$ cat src/rtl/atss_pkg.sv
package atss_pkg;

    // result format: unsigned Q0.16 with room for exactly 1.0
    localparam int TS_W = 17;
    localparam logic [TS_W-1:0] ONE_Q16 = 17'h10000;

    // commands from the sequencer to the datapath
    typedef struct packed {
        logic acc;        // fold the accepted particle into the frame extremes
        logic load;       // latch ranges and peaks, clear extremes and sum
        logic sq_load;    // take next operand into the shift-add multiplier
        logic sq_step;    // one multiplier bit
        logic rt_load;    // start square root on the sum of squares
        logic rt_step;    // one root bit
        logic dv_load;    // start reciprocal division
        logic dv_step;    // one quotient bit
        logic vec_end;    // candidate step ready, clear sum
        logic first_vec;  // with vec_end: candidate belongs to velocity
        logic out_load;   // copy chosen step into output register
    } t_cmd;

endpackage

$ cat src/rtl/atss_dp.sv
module atss_dp #(
    parameter int VALUE_WIDTH = 32,
    parameter int FRAC_BITS   = 16
) (
    input  logic                          i_clk,
    input  logic                          i_rst_n,
    input  atss_pkg::t_cmd                i_cmd,
    input  logic signed [VALUE_WIDTH-1:0] i_vel_x,
    input  logic signed [VALUE_WIDTH-1:0] i_vel_y,
    input  logic signed [VALUE_WIDTH-1:0] i_vel_z,
    input  logic signed [VALUE_WIDTH-1:0] i_force_x,
    input  logic signed [VALUE_WIDTH-1:0] i_force_y,
    input  logic signed [VALUE_WIDTH-1:0] i_force_z,
    output logic [atss_pkg::TS_W-1:0]     o_time_step
);
    import atss_pkg::*;

    localparam int W     = VALUE_WIDTH;
    localparam int SUM_W = 2 * W + 2;
    localparam int ROOT_W = W + 1;
    localparam int RREM_W = W + 3;
    localparam int DVD_W = 17 + FRAC_BITS;
    localparam logic [ROOT_W-1:0] UNIT = ROOT_W'(1) << FRAC_BITS;

    logic signed [W-1:0] w_vel [3];
    logic signed [W-1:0] w_frc [3];
    logic [W-1:0]        w_fmag [3];

    logic signed [W-1:0] r_v_hi [3];
    logic signed [W-1:0] r_v_lo [3];
    logic [W-1:0]        r_f_pk [3];
    logic [W-1:0]        r_opd [6];

    logic [2*W-1:0]      r_mcand;
    logic [W-1:0]        r_mplier;
    logic [SUM_W-1:0]    r_sum;

    logic [SUM_W-1:0]    r_rad;
    logic [RREM_W-1:0]   r_rrem;
    logic [ROOT_W-1:0]   r_root;
    logic [RREM_W+1:0]   w_rt_rem;
    logic [RREM_W+1:0]   w_rt_trial;

    logic [DVD_W-1:0]    r_dvd;
    logic [ROOT_W-1:0]   r_drem;
    logic [TS_W-1:0]     r_quo;
    logic [ROOT_W:0]     w_dv_rem;

    logic [TS_W-1:0]     w_cand;
    logic [TS_W-1:0]     r_tv;
    logic [TS_W-1:0]     r_tmin;
    logic [TS_W-1:0]     r_time_step;

    assign w_vel[0] = i_vel_x;
    assign w_vel[1] = i_vel_y;
    assign w_vel[2] = i_vel_z;
    assign w_frc[0] = i_force_x;
    assign w_frc[1] = i_force_y;
    assign w_frc[2] = i_force_z;

    // most negative value maps to 2^(W-1), exact as unsigned
    always_comb begin
        for (int k = 0; k < 3; k++) begin
            w_fmag[k] = w_frc[k][W-1] ? $unsigned(-w_frc[k]) : $unsigned(w_frc[k]);
        end
    end

    // frame extremes
    always_ff @(posedge i_clk) begin
        if (!i_rst_n || i_cmd.load) begin
            for (int k = 0; k < 3; k++) begin
                r_v_hi[k] <= '0;
                r_v_lo[k] <= '0;
                r_f_pk[k] <= '0;
            end
        end else if (i_cmd.acc) begin
            for (int k = 0; k < 3; k++) begin
                if (w_vel[k] > r_v_hi[k]) r_v_hi[k] <= w_vel[k];
                if (w_vel[k] < r_v_lo[k]) r_v_lo[k] <= w_vel[k];
                if (w_fmag[k] > r_f_pk[k]) r_f_pk[k] <= w_fmag[k];
            end
        end
    end

    // operand queue: three velocity ranges then three force peaks
    always_ff @(posedge i_clk) begin
        if (i_cmd.load) begin
            for (int k = 0; k < 3; k++) begin
                r_opd[k]     <= $unsigned(r_v_hi[k] - r_v_lo[k]);
                r_opd[k + 3] <= r_f_pk[k];
            end
        end else if (i_cmd.sq_load) begin
            for (int k = 0; k < 5; k++) begin
                r_opd[k] <= r_opd[k + 1];
            end
            r_opd[5] <= '0;
        end
    end

    // shift-add squaring into the exact sum
    always_ff @(posedge i_clk) begin
        if (i_cmd.load || i_cmd.vec_end) begin
            r_sum <= '0;
        end else if (i_cmd.sq_step && r_mplier[0]) begin
            r_sum <= r_sum + SUM_W'(r_mcand);
        end
        if (i_cmd.sq_load) begin
            r_mcand  <= (2*W)'(r_opd[0]);
            r_mplier <= r_opd[0];
        end else if (i_cmd.sq_step) begin
            r_mcand  <= r_mcand << 1;
            r_mplier <= r_mplier >> 1;
        end
    end

    // restoring square root, two radicand bits per step
    assign w_rt_rem   = {r_rrem, r_rad[SUM_W-1 -: 2]};
    assign w_rt_trial = (RREM_W + 2)'({r_root, 2'b01});

    always_ff @(posedge i_clk) begin
        if (i_cmd.rt_load) begin
            r_rad  <= r_sum;
            r_rrem <= '0;
            r_root <= '0;
        end else if (i_cmd.rt_step) begin
            r_rad <= r_rad << 2;
            if (w_rt_rem >= w_rt_trial) begin
                r_rrem <= RREM_W'(w_rt_rem - w_rt_trial);
                r_root <= {r_root[ROOT_W-2:0], 1'b1};
            end else begin
                r_rrem <= RREM_W'(w_rt_rem);
                r_root <= {r_root[ROOT_W-2:0], 1'b0};
            end
        end
    end

    // restoring division of 2^(16+FRAC_BITS) by the root
    assign w_dv_rem = {r_drem, r_dvd[DVD_W-1]};

    always_ff @(posedge i_clk) begin
        if (i_cmd.dv_load) begin
            r_dvd  <= DVD_W'(1) << (DVD_W - 1);
            r_drem <= '0;
            r_quo  <= '0;
        end else if (i_cmd.dv_step) begin
            r_dvd <= r_dvd << 1;
            if (w_dv_rem >= {1'b0, r_root}) begin
                r_drem <= ROOT_W'(w_dv_rem - {1'b0, r_root});
                r_quo  <= {r_quo[TS_W-2:0], 1'b1};
            end else begin
                r_drem <= w_dv_rem[ROOT_W-1:0];
                r_quo  <= {r_quo[TS_W-2:0], 1'b0};
            end
        end
    end

    // a norm below one (zero too) limits the step to 1.0
    assign w_cand = (r_root < UNIT) ? ONE_Q16 : r_quo;

    always_ff @(posedge i_clk) begin
        if (i_cmd.vec_end) begin
            if (i_cmd.first_vec) begin
                r_tv <= w_cand;
            end else begin
                r_tmin <= (w_cand < r_tv) ? w_cand : r_tv;
            end
        end
        if (i_cmd.out_load) begin
            r_time_step <= r_tmin;
        end
    end

    assign o_time_step = r_time_step;

    a_cand_range: assert property (@(posedge i_clk) disable iff (!i_rst_n)
        i_cmd.vec_end |-> w_cand <= ONE_Q16)
        else $error("candidate step above 1.0");

    a_div_rem: assert property (@(posedge i_clk) disable iff (!i_rst_n)
        ($past(i_cmd.dv_step) && r_root != '0) |-> r_drem < r_root)
        else $error("division remainder not below divisor");

endmodule

$ cat src/rtl/atss_ctrl.sv
module atss_ctrl #(
    parameter int VALUE_WIDTH = 32,
    parameter int FRAC_BITS   = 16
) (
    input  logic           i_clk,
    input  logic           i_rst_n,
    input  logic           i_in_valid,
    input  logic           i_last,
    output logic           o_in_stall,
    output logic           o_out_valid,
    input  logic           i_out_stall,
    output atss_pkg::t_cmd o_cmd
);
    import atss_pkg::*;

    localparam int CNT_MAX = (VALUE_WIDTH > 16 + FRAC_BITS) ? VALUE_WIDTH : 16 + FRAC_BITS;
    localparam int CW      = $clog2(CNT_MAX + 1);
    localparam logic [CW-1:0] SQ_LAST = CW'(VALUE_WIDTH - 1);
    localparam logic [CW-1:0] RT_LAST = CW'(VALUE_WIDTH);
    localparam logic [CW-1:0] DV_LAST = CW'(16 + FRAC_BITS);
    localparam logic [1:0]    AXIS_LAST = 2'd2;

    typedef enum logic [9:0] {
        S_ACC     = 10'b0000000001,
        S_LOAD    = 10'b0000000010,
        S_SQ_LD   = 10'b0000000100,
        S_SQ      = 10'b0000001000,
        S_RT_LD   = 10'b0000010000,
        S_RT      = 10'b0000100000,
        S_DV_LD   = 10'b0001000000,
        S_DV      = 10'b0010000000,
        S_VEC_END = 10'b0100000000,
        S_OUT     = 10'b1000000000
    } t_state;

    t_state        r_state, n_state;
    logic [CW-1:0] r_cnt, n_cnt;
    logic [1:0]    r_axis, n_axis;
    logic          r_vec, n_vec;
    logic          r_out_valid, n_out_valid;
    logic          w_in_acc;
    t_cmd          w_cmd;

    assign o_in_stall = (r_state != S_ACC);
    assign w_in_acc   = i_in_valid && !o_in_stall;

    always_comb begin
        n_state = r_state;
        n_cnt   = r_cnt;
        n_axis  = r_axis;
        n_vec   = r_vec;
        w_cmd   = '0;
        case (r_state)
            S_ACC: begin
                w_cmd.acc = w_in_acc;
                if (w_in_acc && i_last) n_state = S_LOAD;
            end
            S_LOAD: begin
                w_cmd.load = 1'b1;
                n_axis     = '0;
                n_vec      = 1'b0;
                n_state    = S_SQ_LD;
            end
            S_SQ_LD: begin
                w_cmd.sq_load = 1'b1;
                n_cnt         = '0;
                n_state       = S_SQ;
            end
            S_SQ: begin
                w_cmd.sq_step = 1'b1;
                n_cnt         = r_cnt + 1'b1;
                if (r_cnt == SQ_LAST) begin
                    if (r_axis == AXIS_LAST) begin
                        n_axis  = '0;
                        n_state = S_RT_LD;
                    end else begin
                        n_axis  = r_axis + 1'b1;
                        n_state = S_SQ_LD;
                    end
                end
            end
            S_RT_LD: begin
                w_cmd.rt_load = 1'b1;
                n_cnt         = '0;
                n_state       = S_RT;
            end
            S_RT: begin
                w_cmd.rt_step = 1'b1;
                n_cnt         = r_cnt + 1'b1;
                if (r_cnt == RT_LAST) n_state = S_DV_LD;
            end
            S_DV_LD: begin
                w_cmd.dv_load = 1'b1;
                n_cnt         = '0;
                n_state       = S_DV;
            end
            S_DV: begin
                w_cmd.dv_step = 1'b1;
                n_cnt         = r_cnt + 1'b1;
                if (r_cnt == DV_LAST) n_state = S_VEC_END;
            end
            S_VEC_END: begin
                w_cmd.vec_end   = 1'b1;
                w_cmd.first_vec = !r_vec;
                if (!r_vec) begin
                    n_vec   = 1'b1;
                    n_state = S_SQ_LD;
                end else begin
                    n_state = S_OUT;
                end
            end
            S_OUT: begin
                if (!r_out_valid || !i_out_stall) begin
                    w_cmd.out_load = 1'b1;
                    n_state        = S_ACC;
                end
            end
            default: begin
                n_state = S_ACC;
            end
        endcase
    end

    always_comb begin
        n_out_valid = r_out_valid && i_out_stall;
        if (w_cmd.out_load) n_out_valid = 1'b1;
    end

    always_ff @(posedge i_clk) begin
        if (!i_rst_n) begin
            r_state     <= S_ACC;
            r_cnt       <= '0;
            r_axis      <= '0;
            r_vec       <= 1'b0;
            r_out_valid <= 1'b0;
        end else begin
            r_state     <= n_state;
            r_cnt       <= n_cnt;
            r_axis      <= n_axis;
            r_vec       <= n_vec;
            r_out_valid <= n_out_valid;
        end
    end

    assign o_out_valid = r_out_valid;
    assign o_cmd       = w_cmd;

    a_last_starts: assert property (@(posedge i_clk) disable iff (!i_rst_n)
        (w_in_acc && i_last) |=> r_state == S_LOAD)
        else $error("last particle did not start the step computation");

    a_out_source: assert property (@(posedge i_clk) disable iff (!i_rst_n)
        $rose(r_out_valid) |-> $past(r_state == S_OUT))
        else $error("result raised outside the output state");

    a_no_overwrite: assert property (@(posedge i_clk) disable iff (!i_rst_n)
        (r_state == S_OUT && r_out_valid && i_out_stall) |=> r_state == S_OUT)
        else $error("pending result overwritten");

endmodule

$ cat src/rtl/adaptive_time_step_select_core.sv
// after the transfer of the last particle the sequencer runs its load, squaring, root,
//   division and candidate states, then offers the result; later if the output is stalled
// throughput: one particle per cycle while accumulating; the input stalls until the result
//   is loaded, a span set by one shared shift-add squarer, bit-serial root and divider
// reset: synchronous, active low; clears the frame extremes, sequencer and output valid
module adaptive_time_step_select_core #(
    parameter int VALUE_WIDTH = 32,
    parameter int FRAC_BITS   = 16
) (
    input  logic                          i_clk,
    input  logic                          i_rst_n,
    // particle channel
    input  logic                          i_in_valid,
    output logic                          o_in_stall,
    input  logic signed [VALUE_WIDTH-1:0] i_vel_x,
    input  logic signed [VALUE_WIDTH-1:0] i_vel_y,
    input  logic signed [VALUE_WIDTH-1:0] i_vel_z,
    input  logic signed [VALUE_WIDTH-1:0] i_force_x,
    input  logic signed [VALUE_WIDTH-1:0] i_force_y,
    input  logic signed [VALUE_WIDTH-1:0] i_force_z,
    input  logic                          i_last_particle,
    // time step channel
    output logic                          o_out_valid,
    input  logic                          i_out_stall,
    output logic [atss_pkg::TS_W-1:0]     o_time_step
);
    import atss_pkg::*;

    // sequencer to datapath commands
    t_cmd w_cmd;

    // sequencer: accepts particle transfers while accumulating; after the last
    // particle it runs, for velocity range then force peak, three squarings,
    // one root and one reciprocal, then places the smaller step in the output
    // register; particles of the next frame may arrive while that result waits
    atss_ctrl #(
        .VALUE_WIDTH (VALUE_WIDTH),
        .FRAC_BITS   (FRAC_BITS)
    ) u_ctrl (
        .i_clk       (i_clk),
        .i_rst_n     (i_rst_n),
        .i_in_valid  (i_in_valid),
        .i_last      (i_last_particle),
        .o_in_stall  (o_in_stall),
        .o_out_valid (o_out_valid),
        .i_out_stall (i_out_stall),
        .o_cmd       (w_cmd)
    );

    // datapath: per-axis extremes, exact sum of squares, floored root,
    // truncated reciprocal limited to 1.0, minimum of the two candidates
    atss_dp #(
        .VALUE_WIDTH (VALUE_WIDTH),
        .FRAC_BITS   (FRAC_BITS)
    ) u_dp (
        .i_clk       (i_clk),
        .i_rst_n     (i_rst_n),
        .i_cmd       (w_cmd),
        .i_vel_x     (i_vel_x),
        .i_vel_y     (i_vel_y),
        .i_vel_z     (i_vel_z),
        .i_force_x   (i_force_x),
        .i_force_y   (i_force_y),
        .i_force_z   (i_force_z),
        .o_time_step (o_time_step)
    );

endmodule
$ cat config.mk
export PLATFORM = sky130hd
export DESIGN_NAME = adaptive_time_step_select_core
export DESIGN_NICKNAME = d
export VERILOG_FILES = /design/src/rtl/atss_pkg.sv /design/src/rtl/atss_dp.sv /design/src/rtl/atss_ctrl.sv /design/src/rtl/adaptive_time_step_select_core.sv
export SDC_FILE = /design/constraint.sdc
export NUM_CORES = 2
export LEC_CHECK = 0
export BUFFER_PORTS_ARGS = -buffer_cell sky130_fd_sc_hd__buf_2
export CAP_MARGIN = 20
export CORE_MARGIN = 4
export CORE_UTILIZATION = 63
export DETAILED_ROUTE_END_ITERATION = 12
export GPL_TIMING_DRIVEN = 1
export PLACE_DENSITY = 0.79
export SLEW_MARGIN = 30
export SYNTH_ARGS = -nofsm -noshare
export SYNTH_HDL_FRONTEND = slang
export SYNTH_SLANG_ARGS = --single-unit
$ cat constraint.sdc
create_clock -name i_clk -period 8.3 [get_ports i_clk]
set_input_delay 2.49 -clock i_clk [delete_from_list [all_inputs] [get_ports i_clk]]
set_output_delay 2.49 -clock i_clk [all_outputs]
set_load 0.005 [all_outputs]
---- Word level (Yosys, flattened, before mapping) ----
Memory sizes are Yosys's and may differ from the RTL's.
Index checks and enable logic that the tools add are counted.
cells by class
  add/subtract/negate cells ............... 11
  magnitude comparators ................... 13
  eq/ne operators ......................... 19
  multiplexer cells ....................... 98
  bitwise operators ....................... 16
  reductions and logical operators ........ 23
operators by type and width
  operator              count
  $mux 32               22
  $gt 32x32->1          6
  $mux 66               2
  $pmux 10 s10          1
  $lt 32x32->1          3
  $neg 32->32           3
  $sub 32x32->32        3
  $add 66x64->66        1
  $mux 10               6
  $mux 1                56
  $ge 37x35->1          1
  $mux 35               1
  $sub 35x35->35        1
  $ge 34x33->1          1
  $mux 17               2
  $lt 33x17->1 const B  1
  $mux 33               1
  $sub 33x33->33        1
  $lt 17x17->1          1
  $or 1x1->1            15
  $pmux 6 s2            1
  $eq 10x1->1 const B   1
  $eq 10x10->1 const B  1
  $eq 10x2->1 const B   1
  other kinds (26)      48
storage, ports and cells
  flip-flop bits (word level) ............. 418
  memory bits (writable) .................. 480
  input bits .............................. 197
  output and inout port bits .............. 19
  word-level logic and storage cells ...... 202
  memories ................................ 4
memories
  memory       words  width  read ports  clocked after Yosys merged registers in  wr ports  RTL line       text
  u_dp.r_opd   6      32     6           0                                        6         atss_dp.sv:32  logic [W-1:0] r_opd [6];
  u_dp.r_f_pk  3      32     3           0                                        3         atss_dp.sv:31  logic [W-1:0] r_f_pk [3];
  u_dp.r_v_hi  3      32     3           0                                        3         atss_dp.sv:29  logic signed [W-1:0] r_v_hi [3];
  u_dp.r_v_lo  3      32     3           0                                        3         atss_dp.sv:30  logic signed [W-1:0] r_v_lo [3];

---- Longest topological paths before layout ----
  depth after elaboration ................. 8
  mapped depth ............................ 22
  mapped depth without buffers ............ 20

---- Modules after synthesis ----
Synthesis repeated with hierarchy kept, for this count alone.
second synthesis, totals
  cells, all modules ...................... 5,787
  area, all modules ....................... 55,892.4 um^2
modules (own cells, without submodules)
  module     times used  cells an instance  area an instance (um^2)  sequential area each (um^2)
  atss_dp    1           5,657              54,756.3                 23,872.9
  atss_ctrl  1           130                1,136.1                  400.4

---- Least setup slack after synthesis ----
Ideal clock, no wire load.
  kind .................................... input to register
  start point ............................. in i_force_y[9]
  end point ............................... mem u_dp.r_f_pk[0][32] (netlist bit), enable pin
  setup time .............................. 478 ps
  arrival ................................. 7,355 ps
  data required time ...................... 7,822 ps
  setup slack ............................. 468 ps
  stages on the path ...................... 19
  path buffers ............................ 2
  cell sequence ........................... or4_1 > or3_1 > or3_1 > or3_1 > or3_4 > o31ai_2 > xnor2_1 > ha_1 > a21o_1 > a21oi_1 > nor2b_1 > o21ai_0 > nand2b_1 > a21oi_1 > o21ai_0 > o31ai_1 > clkbuf_8 > clkbuf_8 > nand2_1
RTL lines
  item                RTL line                              text
  start: declaration  adaptive_time_step_select_core.sv:19  input logic signed [VALUE_WIDTH-1:0] i_force_y,
  end: declaration    atss_dp.sv:31

==> results.ini <==
[route]
drt_iter0_markers=3597
post_drt_via_cell_ratio=6.07
wl_per_cell_um=19.8
antenna_left=0
wirelength_um=145000
vias=44300
firstDrtPassIters=7
drcViolationCount=0

[yosys]
synthArstFlopShare=0
yosysTopAreaCellShare=0.340
postSynthCellCount=5921
syn_nets=6654
synthTopCellsByCount=nand2_1 (890), edfxtp_1 (629), ha_1 (531)
synth.most_common_cell=nand2_1
postSynthAreaPerCell_um2=9.38
synth_area_leaders=edfxtp_1 (34%), ha_1 (12%), dfxtp_1 (9.7%)
yosysSeqAreaShare=0.437
synth_ff_type=edfxtp_1
synth.distinct_cells=91
synth_top_area_cell=edfxtp_1
synth-edff-count=629
synth_seq_cells=898
synth-warning-count=0
synth_area_um2=55500

[placed_design]
portBuffers=215
place_hpwl_um=105000
gp_congestion=0.949
dp_cells=7103
postPlaceCellArea_um2=57600

[clock_network]
cts_root_buf=clkbuf_16
clockBufferDepth=3
htreeDepth=3
clkSinkCount=898
post_cts_resized=0
insertion_delay_ps=690
cts_hold_buf=0
cts_tree=built
cts_buffers=96
postCtsSetupBuffers=0
clkTransAtPathRegs_ps=60

[global_route]
grt_use_met3=0.0478
antenna_found_initial=28
met1_usage=0.396
grt_pass1_wl_um=227000
use_met2=0.498
grt.busiest_layer=met2
grt.overflow.total=0
grt_util_all_layers=0.301
grt_pass1_vias=42500
grt_start_max_net_pins=159

[die]
initial_core_util=0.637
ios=216
coreArea_um2=87200
fp.dieH_um=305
rows=108
die_w_um=305
design.die.area_um2=93000

[setup_path]
cp.required_ps=8670
crit_path_end_kind=register
critPathKind=input port to register
start_kind=input port
cp_data_arrival_time_ps=7460
crit_fanout=52

[pwr]
leakagePower_nw=25.8
vdd_drop_max_mv=0.206
p_per_area_nw_per_um2=292

[job]
drv_cap=0

[timing]
slew_viol_final=0
final.setup.tns_ps=0
hold_ws_ps=416
layout_min_cycle_time_ps=7090
worstMarginPinSlew_ps=1010
finClkSkew_ps=23.0
max_freq_ghz=0.141
finalHoldViolCount=0
max_slew_margin=0.329
rsz0062_at_grt=false
fin_crit_sh=0.854
finalSetupViolations=0

[finish]
stdcell_count=7303
syn2layout_area_growth_pct=10.0
nets=6779
fillCellCount=6729
drive_above_1_share=0.0834
fin_area_um2=61100

[min_path]
hold_class=register to register

[status]
status=complete, no violations

## path summary, 6_finish.rpt
| kind | endpoint | startpoint | depth (start not counted) | slack, ps |
|---|---|---|---|---|
| setup / recovery | u_dp.r_f_pk[0][49] | i_force_y[9] | 16 | 1210 |
| hold / removal | u_dp.o_time_step[9] | u_dp.r_tmin[9] | 0 | 420 |
| setup reg to reg | u_dp.r_v_hi[0][33] | u_ctrl.r_state[4] | 8 | 3460 |
| hold reg to reg | u_dp.o_time_step[9] | u_dp.r_tmin[9] | 0 | 420 |
## cells by family (layout without fill, tap and decap cells)
group / after synthesis / in the layout / share of synthesized area
other: 0 / 20 / 0
adders and majority gates: 536 / 536 / 0.121
buffers and inverters: 644 / 851 / 0.0443
xor gates and xnor gates: 264 / 264 / 0.0416
DFF: 898 / 898 / 0.437
and+or+nand+nor: 1948 / 1948 / 0.167
AOI/OAI and AO/OA: 1582 / 1582 / 0.179
muxes: 49 / 49 / 0.00928
## layer usage
| metal | wire length [um] | vias up |
|---|---|---|
| met1 | 61400 | 21100 |
| li1 | - | 21500 |
| met2 | 68200 | 1356 |
| met5 | 119 | - |
| met3 | 9200 | 326 |
| met4 | 5910 | 16 |
## critical path: stages
cell,delay [ps]
buf_2,110
or4_1,550
or3_1,350
or3_1,410
or3_1,360
o41ai_1,690
nand2_1,140
xor2_1,190
ha_1,300
nand4_1,140
nor4_1,410
nor4b_1,320
nor2_1,120
o31ai_4,110
buf_4,480
a21boi_0,220
## layout by cell type (no fill, tap or decap), drive strengths merged, types with 67 or more instances in the layout
cell type / n
a21boi: 102
a21o: 204
a21oi: 448
buf: 265
clkbuf: 121
dfxtp: 269
edfxtp: 629
ha: 531
inv: 410
nand2: 890
nand2b: 67
nand3: 86
nand4: 97
nor2: 291
nor2b: 256
o21ai: 396
xnor2: 170
xor2: 94
## registers in the layout, summed over array words and instances, names as in the netlist, 32 cells and up
name and cells:
u_dp.r_opd 192, u_dp.r_f_pk 96, u_dp.r_v_hi 96, u_dp.r_v_lo 96
u_dp.r_rad 66, u_dp.r_sum 66, u_dp.r_mcand 64, u_dp.r_rrem 35
u_dp.r_drem 33, u_dp.r_root 33, u_dp.r_mplier 32
## layout make-up
cell class | instances | area (um^2) | area share
Inverter | 406 | 1530 | 0.0250
Timing Repair Buffer | 265 | 1490 | 0.0244
Clock inverter | 59 | 704 | 0.0115
Sequential cell | 898 | 24300 | 0.397
Clock buffer | 121 | 2680 | 0.0439
Antenna cell | 20 | 50.0 | 0.000819
Multi-Input combinational cell | 4379 | 28900 | 0.473
Tap cell | 1155 | 1450 | 0.0237
## report_power, final
| part | total, W | switching (W) | internal, W |
|---|---|---|---|
| Clock | 0.00461 | 0.00188 | 0.00273 |
| Combinational | 0.00685 | 0.00429 | 0.00256 |
| Sequential | 0.00638 | 0.000387 | 0.00600 |
## stage by stage
step	worst slack [ps]	power, W	utilization
2_1_floorplan	468	0.0111	-
3_3_place_gp	634	0.0129	0.661
3_5_place_dp	588	0.0131	0.661
4_1_cts	1280	0.0178	0.700
5_1_grt	840	0.0189	0.701
6_report	1210	0.0178	0.701
Power figures use the tool's default switching activity.
